$ cat config.mk
export PLATFORM = sky130hd
export DESIGN_NAME = miller_rabin_primality_check
export DESIGN_NICKNAME = d
export VERILOG_FILES = /design/src/sv/mrpc_pkg.sv /design/src/sv/mrpc_modmul.sv /design/src/sv/miller_rabin_primality_check.sv
export SDC_FILE = /design/constraint.sdc
export NUM_CORES = 2
export LEC_CHECK = 0
export BUFFER_PORTS_ARGS = -buffer_cell sky130_fd_sc_hd__buf_2
export CAP_MARGIN = 20
export CELL_PAD_IN_SITES_DETAIL_PLACEMENT = 1
export CELL_PAD_IN_SITES_GLOBAL_PLACEMENT = 1
export CORE_MARGIN = 2
export CORE_UTILIZATION = 40
export DETAILED_ROUTE_END_ITERATION = 8
export GPL_TIMING_DRIVEN = 0
export PLACE_DENSITY_LB_ADDON = 0.1
export SLEW_MARGIN = 20
export SYNTH_ARGS = -nofsm -noshare
export SYNTH_HDL_FRONTEND = slang
export SYNTH_SLANG_ARGS = --single-unit
$ cat constraint.sdc
create_clock -name clk -period 9.4 [get_ports clk]
set_clock_uncertainty 0.1 [all_clocks]
set_input_delay 0 -clock clk [delete_from_list [all_inputs] [get_ports clk]]
set_output_delay 0 -clock clk [all_outputs]
set_load 0.02 [all_outputs]
$ cat src/sv/mrpc_pkg.sv
// package: widths and sequencer codes for the primality checker
`default_nettype none
package mrpc_pkg;
  localparam int NUM_BITS = 32;
  localparam int CW = $clog2(NUM_BITS + 1);
  localparam int PW = 2 * NUM_BITS;
  typedef logic [NUM_BITS-1:0] val_t;
  typedef logic [PW-1:0] prod_t;
  typedef logic [CW-1:0] cnt_t;

  typedef enum logic [8:0] {
    S_IDLE   = 9'b000000001,
    S_RED    = 9'b000000010,
    S_SPLIT  = 9'b000000100,
    S_EXP    = 9'b000001000,
    S_MUL    = 9'b000010000,
    S_MODW   = 9'b000100000,
    S_CHECK  = 9'b001000000,
    S_SQR    = 9'b010000000,
    S_DONE   = 9'b100000000
  } state_t;
endpackage
`default_nettype wire

$ cat src/sv/mrpc_modmul.sv
// shared modular multiply unit: one multiply, then restoring reduction a bit per cycle
`default_nettype none
module mrpc_modmul (
  input  wire logic            clk,
  input  wire logic            rst_n,
  input  wire logic            start,
  input  wire mrpc_pkg::val_t  op_a,
  input  wire mrpc_pkg::val_t  op_b,
  input  wire mrpc_pkg::val_t  modulus,
  output logic                 busy,
  output mrpc_pkg::val_t       result
);
  import mrpc_pkg::*;

  localparam int RW = NUM_BITS + 1;
  localparam int IW = $clog2(PW + 1);

  prod_t prod_r, prod_nxt;
  logic [RW-1:0] rem_r, rem_nxt;
  logic [IW-1:0] cnt_r, cnt_nxt;
  logic busy_r, busy_nxt;
  logic [RW-1:0] shifted;

  // shift one product bit into the remainder, subtract modulus when it fits
  always_comb begin
    prod_nxt = prod_r;
    rem_nxt = rem_r;
    cnt_nxt = cnt_r;
    busy_nxt = busy_r;
    shifted = {rem_r[RW-2:0], prod_r[PW-1]};
    if (start) begin
      prod_nxt = PW'(op_a) * PW'(op_b);
      rem_nxt = '0;
      cnt_nxt = IW'(PW);
      busy_nxt = 1'b1;
    end else if (busy_r) begin
      prod_nxt = {prod_r[PW-2:0], 1'b0};
      rem_nxt = (shifted >= {1'b0, modulus}) ? shifted - {1'b0, modulus} : shifted;
      cnt_nxt = cnt_r - 1'b1;
      if (cnt_r == IW'(1)) busy_nxt = 1'b0;
    end
  end

  always_ff @(posedge clk) begin
    if (!rst_n) begin
      busy_r <= 1'b0;
      cnt_r <= '0;
    end else begin
      busy_r <= busy_nxt;
      cnt_r <= cnt_nxt;
    end
    prod_r <= prod_nxt;
    rem_r <= rem_nxt;
  end

  assign busy = busy_r | start;
  assign result = rem_r[NUM_BITS-1:0];
endmodule
`default_nettype wire

$ cat src/sv/miller_rabin_primality_check.sv
// top level: miller-rabin sequencer around the shared modular multiply unit
`default_nettype none
// Miller-Rabin check over a run of witness words, one witness per input word.
// With n-1 = d*2^r, each witness takes one reduction pass, popcount(d) +
// bits(d) square-and-multiply passes and up to r-1 squarings, at most 64
// passes through one modular multiply unit, each a bit-serial reduction.
// The block is not ready while a witness is tested, nor while a result is
// held by out_stall. A result word comes out only on the last witness.
module miller_rabin_primality_check (
  input  wire logic                   clk,
  input  wire logic                   rst_n,
  input  wire logic                   in_valid,
  output logic                        in_stall,
  input  wire logic [31:0]            in_candidate,
  input  wire logic [31:0]            in_witness,
  input  wire logic                   in_last_witness,
  output logic                        out_valid,
  input  wire logic                   out_stall,
  output logic                        out_probably_prime
);
  import mrpc_pkg::*;

  state_t state_r, state_nxt;
  val_t n_r, n_nxt, a_r, a_nxt, d_r, d_nxt, x_r, x_nxt;
  cnt_t r_r, r_nxt;
  logic last_r, last_nxt, comp_r, comp_nxt;
  logic ov_r, ov_nxt, op_r, op_nxt;
  logic mm_start, mm_busy;
  val_t mm_a, mm_b, mm_res, nm1;
  logic sqr_base_r, sqr_base_nxt;
  logic fail;

  mrpc_modmul u_mul (
    .clk(clk), .rst_n(rst_n), .start(mm_start), .op_a(mm_a), .op_b(mm_b),
    .modulus(n_r), .busy(mm_busy), .result(mm_res)
  );

  assign nm1 = n_r - 1'b1;
  assign in_stall = (state_r != S_IDLE) || (ov_r && out_stall);
  assign out_valid = ov_r;
  assign out_probably_prime = op_r;

  // sequencer
  always_comb begin
    state_nxt = state_r;
    n_nxt = n_r; a_nxt = a_r; d_nxt = d_r; x_nxt = x_r; r_nxt = r_r;
    last_nxt = last_r; comp_nxt = comp_r; ov_nxt = ov_r; op_nxt = op_r;
    sqr_base_nxt = sqr_base_r;
    mm_start = 1'b0; mm_a = a_r; mm_b = '1;
    fail = 1'b0;
    if (ov_r && !out_stall) ov_nxt = 1'b0;
    case (state_r)
      S_IDLE: begin
        if (in_valid && !in_stall) begin
          n_nxt = in_candidate[NUM_BITS-1:0];
          a_nxt = in_witness[NUM_BITS-1:0];
          last_nxt = in_last_witness;
          state_nxt = S_DONE;
          if (in_candidate[NUM_BITS-1:0] <= val_t'(1)) comp_nxt = 1'b1;
          else if (in_candidate[NUM_BITS-1:0] > val_t'(3)) state_nxt = S_RED;
        end
      end
      // a mod n as a*1 through the unit
      S_RED: begin
        mm_start = 1'b1; mm_a = a_r; mm_b = val_t'(1);
        state_nxt = S_MODW;
        sqr_base_nxt = 1'b0;
        d_nxt = nm1; r_nxt = '0;
      end
      S_MODW: begin
        if (!mm_busy) begin
          a_nxt = mm_res;
          if (mm_res == '0 || mm_res == val_t'(1) || mm_res == nm1) state_nxt = S_DONE;
          else state_nxt = S_SPLIT;
        end
      end
      // strip trailing zeros of n-1, one per cycle
      S_SPLIT: begin
        if (!d_r[0]) begin
          d_nxt = d_r >> 1; r_nxt = r_r + 1'b1;
        end else begin
          x_nxt = val_t'(1); state_nxt = S_EXP;
        end
      end
      // square-and-multiply: multiply step if bit set, then square base
      S_EXP: begin
        if (d_r == '0) begin
          if (x_r == val_t'(1) || x_r == nm1) state_nxt = S_DONE;
          else state_nxt = S_CHECK;
        end else if (d_r[0] && !sqr_base_r) begin
          mm_start = 1'b1; mm_a = x_r; mm_b = a_r; state_nxt = S_MUL;
        end else begin
          mm_start = 1'b1; mm_a = a_r; mm_b = a_r; state_nxt = S_MUL;
        end
      end
      S_MUL: begin
        if (!mm_busy) begin
          state_nxt = S_EXP;
          if (d_r[0] && !sqr_base_r) begin
            x_nxt = mm_res; sqr_base_nxt = 1'b1;
          end else begin
            a_nxt = mm_res; d_nxt = d_r >> 1; sqr_base_nxt = 1'b0;
          end
        end
      end
      // up to r-1 squarings looking for n-1
      S_CHECK: begin
        if (r_r <= cnt_t'(1)) begin
          fail = 1'b1; state_nxt = S_DONE;
        end else begin
          mm_start = 1'b1; mm_a = x_r; mm_b = x_r; state_nxt = S_SQR;
        end
      end
      S_SQR: begin
        if (!mm_busy) begin
          x_nxt = mm_res; r_nxt = r_r - 1'b1;
          state_nxt = (mm_res == nm1) ? S_DONE : S_CHECK;
        end
      end
      S_DONE: begin
        if (!(ov_r && out_stall)) begin
          if (last_r) begin
            ov_nxt = 1'b1; op_nxt = ~comp_r; comp_nxt = 1'b0;
          end
          state_nxt = S_IDLE;
        end
      end
      default: state_nxt = S_IDLE;
    endcase
    if (fail) comp_nxt = 1'b1;
  end

  always_ff @(posedge clk) begin
    if (!rst_n) begin
      state_r <= S_IDLE;
      comp_r <= 1'b0;
      ov_r <= 1'b0;
      sqr_base_r <= 1'b0;
    end else begin
      state_r <= state_nxt;
      comp_r <= comp_nxt;
      ov_r <= ov_nxt;
      sqr_base_r <= sqr_base_nxt;
    end
    n_r <= n_nxt; a_r <= a_nxt; d_r <= d_nxt; x_r <= x_nxt; r_r <= r_nxt;
    last_r <= last_nxt; op_r <= op_nxt;
  end
endmodule
`default_nettype wire
==> run_results.csv <==
group,metric,value,unit
finish,mostFrequentLayoutCells,"889 x inv_1, 859 x fa_1, 716 x nor2_1",
detailed_routing,drtAntennaViolNets,0,
detailed_routing,drt_wl_total,207,mm
synthesis,synthArstFlopShare,0,
min_path,worstHoldStart,"in_candidate[1]",
grt,grtUsageTotal,0.345,
sta,layout_setup_ws,-0.737,ns
placed_design,gp_congestion,0.983,
grt,grt_pass1_vias,44000,
sta,worstMarginPinSlew,1.12,ns
finish,fillCellCount,13100,
sta,period_needed,10.14,ns
placed_design,portBuffers,71,
setup_path,crit_path_end_kind,"flip-flop",
run_status,violations,"negative setup slack",
clock_network,clk_path_buf_depth,3,
synthesis,yosys.area.top_type_share,0.383,
synthesis,synth.net_count,6415,
die,ios,72,
sta,hold_viol,0,
synthesis,synthCells,5148,
setup_path,critPathRequiredTime,9.65,ns
clock_network,path_clk_slew,0.06,ns
synthesis,synth_edf_count,200,
clock_network,clk_latency,0.64,ns
synthesis,synth-compound-area-share,0.0813,
setup_path,crit_arrival,10.38,ns
setup_path,crit_type,"flip-flop to flip-flop",
grt,grt_pass1_wl,301,mm
detailed_routing,num_vias,40300,
run_status,outcome,"finished with violations",
setup_path,cp_max_fo,10,
clock_network,cts_tree,"yes",
finish,final_common_cell,"inv_1",
die,die_w,346,um
die,die_y,346,um
detailed_routing,wl_per_cell,28.8,um
synthesis,syn_area_per_cell,9.10,sq um
synthesis,muxShareOfSynthArea,0.0244,
sta,rsz0062_at_grt,"yes",
die,die_area,120000,sq um
finish,layout-drive-gt1-share,0.178,
synthesis,synth_flop_cell,"edfxtp_1",
sta,period_share,1.08,
grt,grt_overflow,0,
setup_path,critPathMaxStageDelay,0.75,ns
synthesis,synth_top_area_cell,"fa_1",
synthesis,synth_area,46800,sq um
sta,slew_headroom,0.244,
setup_path,cpMostUsedCell,"fa_1",
detailed_routing,via_per_inst,5.62,
synthesis,post_synth_and_or_nand_nor_area_fraction,0.153,
grt,grt_max_degree,46,
sta,fmax,98.6,MHz
clock_network,htreeDepth,2,
synthesis,ys_ff_latch,252,
clock_network,cts_buffers,37,
sta,slew_viol_final,0,
detailed_routing,drc,0,
setup_path,cpMaxStageDelayCell,"fa_1",
grt,antenna_found_initial,11,
synthesis,synthTopCellsByArea,"fa_1 38%, edfxtp_1 13%, ha_1 8.0%, inv_1 7.3%, nor2_1 6.0%",
job,maxCapViolations,0,
clock_network,cts_root_buffer,"clkbuf_16",
clock_network,clock-sinks,252,
setup_path,r2r-start,"state_r[0]$_SDFFE_PN1P_",
synthesis,ys_types,83,
synthesis,synth-warning-count,0,
sta,hold_slack,0.0289,ns
finish,area_growth,23.2,%
detailed_routing,dr.pass1.iters,7,
finish,nets,6888,
die,start_util,0.403,
synthesis,synth_top_family_by_area,"adder cells",
setup_path,r2r_slack,-0.74,ns
detailed_routing,drt_iter0_markers,2921,
placed_design,dp.cells,6764,
finish,fin_cells,7180,
die,core,116000,sq um
die,rows,125,
sta,final-setup-viol-count,27,
setup_path,start_kind,"flip-flop",
synthesis,synth_fa_ha_area_frac,0.464,
synthesis,synth_xor_area_frac,0.0322,
setup_path,startpoint,"state_r[0]$_SDFFE_PN1P_",
synthesis,ys_seq_area_frac,0.150,
min_path,hp-class,"input pin to flip-flop",
placed_design,place_hpwl,161,mm
[flip-flops by register name, indices dropped and copies added (netlist names)]
signal and flops:
a_r 32, n_r 32, last_r 1, x_r 32
sqr_base_r 1, u_mul.rem_r 32, d_r 32, u_mul.cnt_r 7
state_r 9, u_mul.prod_r 64, out_valid 1, u_mul.busy_r 1
comp_r 1, r_r 6, out_probably_prime 1
[area by class of cell]
class	instances	area (sq um)	share of cell area
well taps	1524	1910	0.0330
inverters	907	3410	0.0591
plain buffers	236	2380	0.0413
clock inverters	19	294	0.00509
multi-input cells	3727	37500	0.650
flip-flops and latches	252	7060	0.122
clock buffers	49	981	0.0170
repair buffers	460	4170	0.0722
diodes	6	15.0	0.000260
[critical path: cells and delay by family (launching register included)]
family          cells  cell delay [ns]
buf+inv             7             1.36
xor+xnor            1             0.15
fa+ha+maj           9             4.44
flops               1             0.49
compound gates      8             2.05
simple gates        7             1.21
[per-layer routing]
metal / share of wire / vias up / GRT usage
met3: 0.081 / 477 / 0.0757
met1: 0.39 / 21100 / 0.430
met4: 0.065 / 10 / 0.184
li1: - / 17200 / -
met5: 0.00035 / - / 0
met2: 0.46 / 1603 / 0.561
[synth_stat cells, types with 8 or more instances]
master	number
inv_1	907
fa_1	897
nor2_1	751
nand2_1	586
ha_1	301
clkbuf_1	215
edfxtp_1	200
a21oi_1	182
o21ai_0	150
xnor2_1	110
mux2_2	64
xor2_1	58
dfxtp_1	52
a21o_1	48
mux2i_1	42
nand4_1	39
nor2b_1	39
nor3_1	38
nand3_1	37
nor4_1	37
or2_2	30
a211oi_1	27
a221o_1	27
buf_2	27
a221oi_1	20
and2_1	20
buf_1	19
o21bai_1	19
o21a_1	17
a31oi_1	15
and3_1	13
nand2b_1	13
a21boi_0	12
or3_1	11
o31ai_1	10
a221oi_2	8
or4_1	8
[logic make-up (layout without fill, tap and decap cells)]
group | count (synthesis) | count (layout)
flops | 252 | 252
simple gates | 1662 | 1662
compound gates | 590 | 591
mux | 106 | 106
buf+inv | 1170 | 1671
xor+xnor | 170 | 170
other cells | 0 | 6
fa+ha+maj | 1198 | 1198
[per-stage QoR]
stage | util | setup slack [ns] | cell area [sq um] | TNS (ns)
6_report | 0.497 | -0.737 | 57700 | -8.24
5_1_grt | 0.497 | -0.902 | 57700 | -14.62
4_1_cts | 0.485 | -0.597 | 56300 | -7.00
3_5_place_dp | 0.428 | -3.74 | 49700 | -121.55
3_3_place_gp | 0.424 | -4.90 | 49300 | -163.45
2_1_floorplan | - | 0.000759 | 47000 | 0
[path summary, 6_finish.rpt]
path	endpoint	cells after the start
worst min register to register	out_probably_prime$_DFFE_PP_	1
worst max-delay path	u_mul.prod_r[59]$_DFFE_PN_	32
worst max register to register	u_mul.prod_r[59]$_DFFE_PN_	32
worst min-delay path	n_r[1]$_DFFE_PP_	2
[timing repair]
action | CTS | global route
setup buffers | 183 | 80
pin swaps | 74 | 77
cloned | 7 | 0
endpoints found under the hold margin | 113 | 0
resized for setup | 672 | 236
setup endpoints to repair | 53 | 37
hold buffers | 98 | 0
Power is left out: the tool's default activity adds up to more than one toggle a clock period on the data nets, which glitch-free logic cannot reach.
